File: src/calendar_clock_counter_assert.svh
// ----------------------------------------------------------------------------
// Calendar clock counter assertion macros
// Concurrent check helpers for the calendar clock RTL.
// ----------------------------------------------------------------------------
`ifndef CALENDAR_CLOCK_COUNTER_ASSERT_SVH
`define CALENDAR_CLOCK_COUNTER_ASSERT_SVH

// same-cycle implication, checked outside reset
`define CCC_ASSERT_IMPLY(label, clk, rst_n, ante, cons, msg) \
  label: assert property (@(posedge clk) disable iff (!rst_n) (ante) |-> (cons)) \
    else $error(msg);

// next-cycle implication, checked outside reset
`define CCC_ASSERT_NEXT(label, clk, rst_n, ante, cons, msg) \
  label: assert property (@(posedge clk) disable iff (!rst_n) (ante) |=> (cons)) \
    else $error(msg);

`endif

File: src/ccc_pkg.sv
// ----------------------------------------------------------------------------
// Calendar clock counter package
// Beat types, command codes, decimal split constants and the month table.
// ----------------------------------------------------------------------------
`default_nettype none

package ccc_pkg;

  localparam logic [1:0] FUNC_TICK     = 2'd0;
  localparam logic [1:0] FUNC_SET_DATE = 2'd1;
  localparam logic [1:0] FUNC_SET_TIME = 2'd2;

  // floor(v / 10000) = (v * RECIP_TENK) >> SHIFT_TENK for v < 2**27
  localparam logic [27:0] RECIP_TENK    = 28'd219902326;
  localparam int unsigned SHIFT_TENK    = 41;
  // floor(x / 100) = (x * RECIP_HUNDRED) >> SHIFT_HUNDRED for x < 2**14
  localparam logic [14:0] RECIP_HUNDRED = 15'd20972;
  localparam int unsigned SHIFT_HUNDRED = 21;

  localparam logic [5:0]  SEC_MAX   = 6'd59;
  localparam logic [5:0]  MIN_MAX   = 6'd59;
  localparam logic [4:0]  HOUR_MAX  = 5'd23;
  localparam logic [3:0]  MONTH_MAX = 4'd12;
  localparam logic [13:0] YEAR_MAX  = 14'd9999;

  localparam logic [4:0] MONTH_LEN [12] = '{5'd31, 5'd28, 5'd31, 5'd30, 5'd31, 5'd30,
                                            5'd31, 5'd31, 5'd30, 5'd31, 5'd30, 5'd31};

  typedef struct packed {
    logic [1:0]  func;
    logic [26:0] set_value;
  } in_t;

  typedef struct packed {
    logic [5:0]  second_now;
    logic [5:0]  minute_now;
    logic [4:0]  hour_now;
    logic [4:0]  day_now;
    logic [3:0]  month_now;
    logic [13:0] year_now;
    logic        minute_done;
    logic        accepted;
  } out_t;

  // decoded command handed from the split pipeline to the clock state
  typedef struct packed {
    logic [1:0]  func;
    logic        load;    // set value passed its range check
    logic [5:0]  sec;
    logic [5:0]  min;
    logic [4:0]  hour;
    logic [4:0]  day;
    logic [3:0]  month;
    logic [13:0] year;
  } cmd_t;

  function automatic logic [4:0] days_in(input logic [3:0] month);
    logic [3:0] idx;
    idx = month - 4'd1;
    if (month >= 4'd1 && month <= MONTH_MAX) begin
      return MONTH_LEN[idx];
    end
    return 5'd31;
  endfunction

endpackage

`default_nettype wire

File: src/calendar_clock_counter.sv
// An accepted input beat passes the input register and three split stages, then
// the clock state and result register, before its result beat is raised.
// Throughput: one beat per cycle while out_stall_i is low; the stages drain
// independently so bubbles collapse under stall.
// Reset (async, active low): 00:00:00 on day 1, month 1, year 0, pipeline empty.
// ----------------------------------------------------------------------------
// Calendar clock counter
// Seconds-to-years clock with tick, set-date and set-time commands.
// ----------------------------------------------------------------------------
`default_nettype none

module calendar_clock_counter
  import ccc_pkg::*;
(
  input  wire logic clk_i,
  input  wire logic rst_ni,
  input  wire logic in_valid_i,
  output logic      in_stall_o,
  input  wire in_t  in_i,
  output logic      out_valid_o,
  input  wire logic out_stall_i,
  output out_t      out_o
);

`include "calendar_clock_counter_assert.svh"

  logic  cmd_valid;
  logic  take;
  cmd_t  cmd;

  ccc_decode u_decode (
    .clk_i       (clk_i),
    .rst_ni      (rst_ni),
    .in_valid_i  (in_valid_i),
    .in_stall_o  (in_stall_o),
    .in_i        (in_i),
    .cmd_valid_o (cmd_valid),
    .cmd_take_i  (take),
    .cmd_o       (cmd)
  );

  logic [5:0]  sec_q,  sec_d;
  logic [5:0]  min_q,  min_d;
  logic [4:0]  hour_q, hour_d;
  logic [4:0]  day_q,  day_d;
  logic [3:0]  mon_q,  mon_d;
  logic [13:0] year_q, year_d;
  logic        out_valid_q;
  out_t        out_q, out_d;
  logic        fire;

  assign take = !out_valid_q || !out_stall_i;
  assign fire = cmd_valid && take;

  logic sec_wrap, min_wrap, hour_wrap, day_wrap, mon_wrap, year_wrap;

  always_comb begin
    // carry chain, state is always in range
    sec_wrap  = (sec_q == SEC_MAX);
    min_wrap  = sec_wrap && (min_q == MIN_MAX);
    hour_wrap = min_wrap && (hour_q == HOUR_MAX);
    day_wrap  = hour_wrap && (day_q == days_in(mon_q));
    mon_wrap  = day_wrap && (mon_q == MONTH_MAX);
    year_wrap = mon_wrap && (year_q == YEAR_MAX);

    sec_d  = sec_q;
    min_d  = min_q;
    hour_d = hour_q;
    day_d  = day_q;
    mon_d  = mon_q;
    year_d = year_q;
    out_d.minute_done = 1'b0;
    out_d.accepted    = 1'b0;

    case (cmd.func)
      FUNC_TICK: begin
        out_d.minute_done = sec_wrap;
        out_d.accepted    = 1'b1;
        sec_d = sec_wrap ? 6'd0 : sec_q + 6'd1;
        if (sec_wrap)  min_d  = min_wrap ? 6'd0 : min_q + 6'd1;
        if (min_wrap)  hour_d = hour_wrap ? 5'd0 : hour_q + 5'd1;
        if (hour_wrap) day_d  = day_wrap ? 5'd1 : day_q + 5'd1;
        if (day_wrap)  mon_d  = mon_wrap ? 4'd1 : mon_q + 4'd1;
        if (mon_wrap)  year_d = year_wrap ? 14'd0 : year_q + 14'd1;
      end
      FUNC_SET_DATE: begin
        out_d.accepted = cmd.load;
        if (cmd.load) begin
          day_d  = cmd.day;
          mon_d  = cmd.month;
          year_d = cmd.year;
        end
      end
      FUNC_SET_TIME: begin
        out_d.accepted = cmd.load;
        if (cmd.load) begin
          hour_d = cmd.hour;
          min_d  = cmd.min;
          sec_d  = cmd.sec;
        end
      end
      default: ;
    endcase

    out_d.second_now = sec_d;
    out_d.minute_now = min_d;
    out_d.hour_now   = hour_d;
    out_d.day_now    = day_d;
    out_d.month_now  = mon_d;
    out_d.year_now   = year_d;
  end

  always_ff @(posedge clk_i or negedge rst_ni) begin
    if (!rst_ni) begin
      sec_q       <= 6'd0;
      min_q       <= 6'd0;
      hour_q      <= 5'd0;
      day_q       <= 5'd1;
      mon_q       <= 4'd1;
      year_q      <= 14'd0;
      out_valid_q <= 1'b0;
    end else begin
      if (take) out_valid_q <= cmd_valid;
      if (fire) begin
        sec_q  <= sec_d;
        min_q  <= min_d;
        hour_q <= hour_d;
        day_q  <= day_d;
        mon_q  <= mon_d;
        year_q <= year_d;
      end
    end
  end

  always_ff @(posedge clk_i) begin
    if (fire) out_q <= out_d;
  end

  assign out_valid_o = out_valid_q;
  assign out_o       = out_q;

  `CCC_ASSERT_NEXT(a_tick_rollover, clk_i, rst_ni,
    fire && (cmd.func == FUNC_TICK) && (sec_q == SEC_MAX),
    out_q.minute_done && (out_q.second_now == 6'd0) && (min_q == out_q.minute_now),
    "tick at 59 s did not roll the minute")
  `CCC_ASSERT_NEXT(a_state_hold, clk_i, rst_ni, !fire,
    $stable(sec_q) && $stable(min_q) && $stable(hour_q) && $stable(day_q) &&
    $stable(mon_q) && $stable(year_q),
    "clock state changed without a command")
  `CCC_ASSERT_IMPLY(a_state_range, clk_i, rst_ni, 1'b1,
    (hour_q <= HOUR_MAX) && (day_q >= 5'd1) && (day_q <= days_in(mon_q)) &&
    (mon_q >= 4'd1) && (mon_q <= MONTH_MAX) && (year_q <= YEAR_MAX),
    "clock state out of range")
  `CCC_ASSERT_IMPLY(a_done_tick, clk_i, rst_ni, out_valid_q && out_q.minute_done,
    out_q.accepted && (out_q.second_now == 6'd0),
    "minute flag on a beat that is not a rolled tick")

endmodule

`default_nettype wire

File: src/ccc_decode.sv
// ----------------------------------------------------------------------------
// Calendar clock set-value splitter
// Four-stage pipeline that splits DDMMYYYY / HHMMSS and range-checks it.
// ----------------------------------------------------------------------------
`default_nettype none

module ccc_decode
  import ccc_pkg::*;
(
  input  wire logic clk_i,
  input  wire logic rst_ni,
  input  wire logic in_valid_i,
  output logic      in_stall_o,
  input  wire in_t  in_i,
  output logic      cmd_valid_o,
  input  wire logic cmd_take_i,
  output cmd_t      cmd_o
);

  logic v1_q, v2_q, v3_q, v4_q;
  logic en1, en2, en3, en4;

  // stage 1: input register
  logic [1:0]  func1_q;
  logic [26:0] val1_q;
  // stage 2
  logic [1:0]  func2_q;
  logic [26:0] val2_q;
  logic [13:0] q2_q;
  // stage 3
  logic [1:0]  func3_q;
  logic [13:0] q3_q;
  logic [13:0] r3_q;
  logic [7:0]  hi3_q;
  // stage 4
  logic [1:0]  func4_q;
  logic [13:0] q4_q;
  logic [13:0] r4_q;
  logic [7:0]  hi4_q;
  logic [6:0]  lo4_q;
  logic [6:0]  mi4_q;

  // bubble-collapsing ready chain
  assign en4        = !v4_q || cmd_take_i;
  assign en3        = !v3_q || en4;
  assign en2        = !v2_q || en3;
  assign en1        = !v1_q || en2;
  assign in_stall_o = !en1;

  // value / 10000
  logic [54:0] prod_tenk;
  assign prod_tenk = {27'd0, RECIP_TENK} * {28'd0, val1_q};

  // remainder of 10000 and quotient / 100
  logic [26:0] scaled2;
  logic [26:0] rem2;
  logic [28:0] prod_hi;
  assign scaled2 = {13'd0, q2_q} * 27'd10000;
  assign rem2    = val2_q - scaled2;
  assign prod_hi = {14'd0, RECIP_HUNDRED} * {15'd0, q2_q};

  // low two digits of the quotient, and remainder / 100
  logic [13:0] hi_x100;
  logic [13:0] lo_full;
  logic [28:0] prod_mi;
  assign hi_x100 = {6'd0, hi3_q} * 14'd100;
  assign lo_full = q3_q - hi_x100;
  assign prod_mi = {14'd0, RECIP_HUNDRED} * {15'd0, r3_q};

  // last digits pair and range check
  logic [13:0] mi_x100;
  logic [13:0] s_full;
  logic [6:0]  sec4;
  logic        date_ok;
  logic        time_ok;
  cmd_t        cmd_d;
  assign mi_x100 = {7'd0, mi4_q} * 14'd100;
  assign s_full  = r4_q - mi_x100;
  assign sec4    = s_full[6:0];

  always_comb begin
    date_ok = (lo4_q >= 7'd1) && (lo4_q <= 7'd12) && (hi4_q >= 8'd1) &&
              (hi4_q <= {3'd0, days_in(lo4_q[3:0])});
    time_ok = (q4_q <= 14'd23) && (mi4_q <= 7'd59) && (sec4 <= 7'd59);
    cmd_d.func  = func4_q;
    cmd_d.sec   = sec4[5:0];
    cmd_d.min   = mi4_q[5:0];
    cmd_d.hour  = q4_q[4:0];
    cmd_d.day   = hi4_q[4:0];
    cmd_d.month = lo4_q[3:0];
    cmd_d.year  = r4_q;
    case (func4_q)
      FUNC_SET_DATE: cmd_d.load = date_ok;
      FUNC_SET_TIME: cmd_d.load = time_ok;
      default:       cmd_d.load = 1'b0;
    endcase
  end

  always_ff @(posedge clk_i or negedge rst_ni) begin
    if (!rst_ni) begin
      v1_q <= 1'b0;
      v2_q <= 1'b0;
      v3_q <= 1'b0;
      v4_q <= 1'b0;
    end else begin
      if (en1) v1_q <= in_valid_i;
      if (en2) v2_q <= v1_q;
      if (en3) v3_q <= v2_q;
      if (en4) v4_q <= v3_q;
    end
  end

  always_ff @(posedge clk_i) begin
    if (en1 && in_valid_i) begin
      func1_q <= in_i.func;
      val1_q  <= in_i.set_value;
    end
    if (en2 && v1_q) begin
      func2_q <= func1_q;
      val2_q  <= val1_q;
      q2_q    <= prod_tenk[SHIFT_TENK +: 14];
    end
    if (en3 && v2_q) begin
      func3_q <= func2_q;
      q3_q    <= q2_q;
      r3_q    <= rem2[13:0];
      hi3_q   <= prod_hi[SHIFT_HUNDRED +: 8];
    end
    if (en4 && v3_q) begin
      func4_q <= func3_q;
      q4_q    <= q3_q;
      r4_q    <= r3_q;
      hi4_q   <= hi3_q;
      lo4_q   <= lo_full[6:0];
      mi4_q   <= prod_mi[SHIFT_HUNDRED +: 7];
    end
  end

  // stage 4 output is the command
  assign cmd_valid_o = v4_q;
  assign cmd_o       = cmd_d;

endmodule

`default_nettype wire
File: config.mk
export PLATFORM = sky130hd
export DESIGN_NAME = calendar_clock_counter
export DESIGN_NICKNAME = d
export VERILOG_FILES = /design/src/ccc_pkg.sv /design/src/calendar_clock_counter.sv /design/src/ccc_decode.sv
export VERILOG_INCLUDE_DIRS = /design/src /design/src/src
export SDC_FILE = /design/constraint.sdc
export NUM_CORES = 2
export LEC_CHECK = 0
export BUFFER_PORTS_ARGS = -buffer_cell sky130_fd_sc_hd__buf_4
export CAP_MARGIN = 20
export CORE_MARGIN = 5
export CORE_UTILIZATION = 60
export CTS_CLUSTER_SIZE = 28
export DETAILED_ROUTE_END_ITERATION = 8
export MAX_ROUTING_LAYER = met4
export PLACE_DENSITY = 0.77
export SLEW_MARGIN = 20
export SYNTH_ARGS = -nofsm -noshare
export SYNTH_HDL_FRONTEND = slang
export SYNTH_SLANG_ARGS = --single-unit
File: constraint.sdc
create_clock -name clk_i -period 16.14 [get_ports clk_i]
set_input_delay 2.421 -clock clk_i [delete_from_list [all_inputs] [get_ports clk_i]]
set_output_delay 2.421 -clock clk_i [all_outputs]
set_load 0.02 [all_outputs]
==> results.md <==
* Status: finished clean
* RSZ-0062 raised after global routing: no
* Final Setup Violations at 0
* Beginning of the critical path: u_decode.val1_q[14]$_DFFE_PP_
* Startpoint Class: register
* Fin. max-slew vios at 0
* Clk sinks at 234
* Reg area at 6800 um2
* Reg2reg start: u_decode.val1_q[14]$_DFFE_PP_
* Wire per inst at 21.4 um
* DIE HEIGHT at 237 um
* Syn Area/Cell at 10.5 um2
* Slew margin rel. at 23.4%
* Post-synth net total at 3919
* Vias at 21200
* EDFF count, synth at 189
* Synth Warn # at 0
* GRT Resource Usage Total at 29.6%
* Initial antenna violation count at 0
* Synth area leader: fa_1
* Drt drc at 0
* Worst-Skew Late Latency at 0.59 ns
* RD Place Congestion at 0.996
* Sequential fraction of the synthesis area at 22.0%
* Port-buffer cells at 76
* Worst Path Class, Setup: register to register
* Worst-path clk slew at 0.06 ns
* CP Max Fanout at 6
* First-pass iteration count of the detailed router at 6
* TritonCTS clock tree: yes
* Initial cell density of the core at 60.4%
* Hold Crit Class: register to register
* Area Overhead vs Synth at 7.57%
* Starting DRT DRC Count at 1579
* Clock buffer depth at 3
* Final count of hold timing violations at 0
* CTS Root Cell: clkbuf_16
* Final #Nets at 3990
* Post-route minimum period at 7.42 ns
* Final ANT Viol Nets at 0
* Largest net degree at the start of global routing at 59
* Die width at 237 um
* Multi-input logic area at 20900 um2
* Cells after synthesis at 2938
* WP data arrival at 7.76 ns
* Endpoint type of the worst setup path: register
* Vias per cell at 5.71
* Cell Area, Synth at 30900 um2
* Cts hold-fix bufs at 0
* Maximum clock frequency at 0.135 GHz
* R2r endpoint: u_decode.q2_q[11]$_DFFE_PP_
* Top FF cell, synth: edfxtp_1
* Clock Skews at 0.0140 ns
* Dpl hpwl at 67700 um
* Total length of routed wires at 79500 um
* Io pins at 77
* Worst R2R Setup Slack at 8.72 ns
* Share of cells above drive strength 1 at 5.58%
* Crit path to: u_decode.q2_q[11]$_DFFE_PP_
* Grt total ovfl at 0
* Largest cells by area after synthesis: fa_1, ha_1, edfxtp_1
* Number of CTS-inserted buffers at 28
* Die area at 56200 um2
* First-pass GRT wire length at 126000 um
* Reg2Reg Depth at 22
* Slew @ Worst Pin at 1.15 ns
* Vias in the first global route at 22900
* Core Box Area at 51200 um2
* Cell variety after synth at 79
* Worst Path Required at 16.47 ns
* H-tree levels at 1
* Asr flop ratio synth at 19.2%
* Max-Cap Viols at 0
* Post-synth top area share at 29.0%
* Antenna diode count at 0
* Std cell rows at 83
* Fillers at 4013
* FF+latch count, synth at 234
* Final period util at 46.0%
* Fin Setup TNS at 0 ns
* Postcts setup bufs at 0
* Cts repair resizes at 0
per-layer routing:
layer	global-route usage [%]	part of all wire, %
met1	34.8	38
met3	3.23	4.6
met5	-	0
met4	11.0	4.9
met2	52.6	52
sequential cells by signal, indices dropped and copies added (netlist names), 6 cells and up:
signal / cells
min_q: 6
out_o: 42
sec_q: 6
u_decode.hi3_q: 8
u_decode.hi4_q: 8
u_decode.lo4_q: 7
u_decode.mi4_q: 7
u_decode.q2_q: 14
u_decode.q3_q: 14
u_decode.q4_q: 12
u_decode.r3_q: 14
u_decode.r4_q: 14
u_decode.val1_q: 27
u_decode.val2_q: 14
year_q: 14
Yosys cell counts (all sizes together), types with 11 or more instances:
library cell,count
inv,807
ha,500
fa,448
edfxtp,189
nand2,108
o21ai,98
a21oi,95
nor2,62
nand3,57
xnor2,51
dfrtp,43
a21o,42
clkbuf,37
nor3,30
xor2,28
a22oi,22
o211ai,21
nand4,20
a31oi,19
and3,19
mux2i,17
a221o,15
o221ai,13
buf,11
nand2b,11
through the flow:
| step | instances | hold slack, ns | utilization, % | cell area (um2) | setup WS [ns] |
|---|---|---|---|---|---|
| detailed placement | 3659 | 0.405 | 63.0 | 32300 | 8.79 |
| finish | 3711 | 0.417 | 65.0 | 33300 | 8.72 |
| global route | 3711 | 0.422 | 65.0 | 33300 | 8.34 |
| CTS | 3711 | 0.419 | 65.0 | 33300 | 8.78 |
| global placement | 3659 | 0.403 | 63.0 | 32300 | 8.96 |
| floorplan | 2938 | 0.400 | - | 30900 | 9.37 |
final cells by class:
| class | instances | share of cell area (%) |
|---|---|---|
| Sequential cell | 234 | 20.4 |
| Clock inverter | 14 | 0.594 |
| Multi-Input combinational cell | 1848 | 62.9 |
| Clock buffer | 38 | 2.43 |
| Inverter | 808 | 9.11 |
| Tap cell | 680 | 2.56 |
| Timing Repair Buffer | 89 | 2.01 |
cells by family after synthesis:
| logic type | share of synthesized area [%] |
|---|---|
| flops | 22.0 |
| buf+inv | 10.4 |
| xor+xnor | 2.24 |
| simple gates | 6.21 |
| compound gates | 9.15 |
| mux | 0.768 |
| fa+ha+maj | 49.2 |
worst max-delay path: stages, from the launching register on:
cell and delay [ns]:
edfxtp_1 0.54, ha_1 0.49, inv_1 0.13, fa_1 0.56, inv_1 0.05, fa_1 0.49
inv_1 0.05, fa_1 0.47, fa_1 0.54, inv_1 0.05, fa_1 0.54, inv_1 0.06
fa_1 0.54, inv_1 0.05, ha_1 0.33, a21o_1 0.18, a21o_1 0.18, a221o_1 0.33
a2111oi_0 0.43, nand3_1 0.26, a2111oi_0 0.59, nor3_1 0.14, xor2_1 0.16
how the worst min path moves through the flow:
stage,startpoint,cells past startpoint,slack [ns],to
floorplan,u_decode.func1_q[0]$_DFFE_PP_,0,0.40,u_decode.func2_q[0]$_DFFE_PP_
global placement,u_decode.q3_q[13]$_DFFE_PP_,0,0.40,u_decode.q4_q[13]$_DFFE_PP_
detailed placement,u_decode.q3_q[8]$_DFFE_PP_,0,0.40,u_decode.q4_q[8]$_DFFE_PP_
CTS,u_decode.q3_q[8]$_DFFE_PP_,0,0.42,u_decode.q4_q[8]$_DFFE_PP_
global route,u_decode.q3_q[8]$_DFFE_PP_,0,0.42,u_decode.q4_q[8]$_DFFE_PP_
finish,u_decode.q3_q[8]$_DFFE_PP_,0,0.42,u_decode.q4_q[8]$_DFFE_PP_
cells in the final DEF, fill, tap and decap left out, drive strengths merged, types with 42 or more instances in the layout:
cell type	n
nand2	108
o21ai	98
nand3	57
fa	448
dfrtp	43
a21o	42
edfxtp	189
inv	810
buf	89
nor2	62
xnor2	51
a21oi	95
ha	500
Power is not shown: default switching activity piles up to over one toggle a cycle in this logic, so the estimate is an artifact.
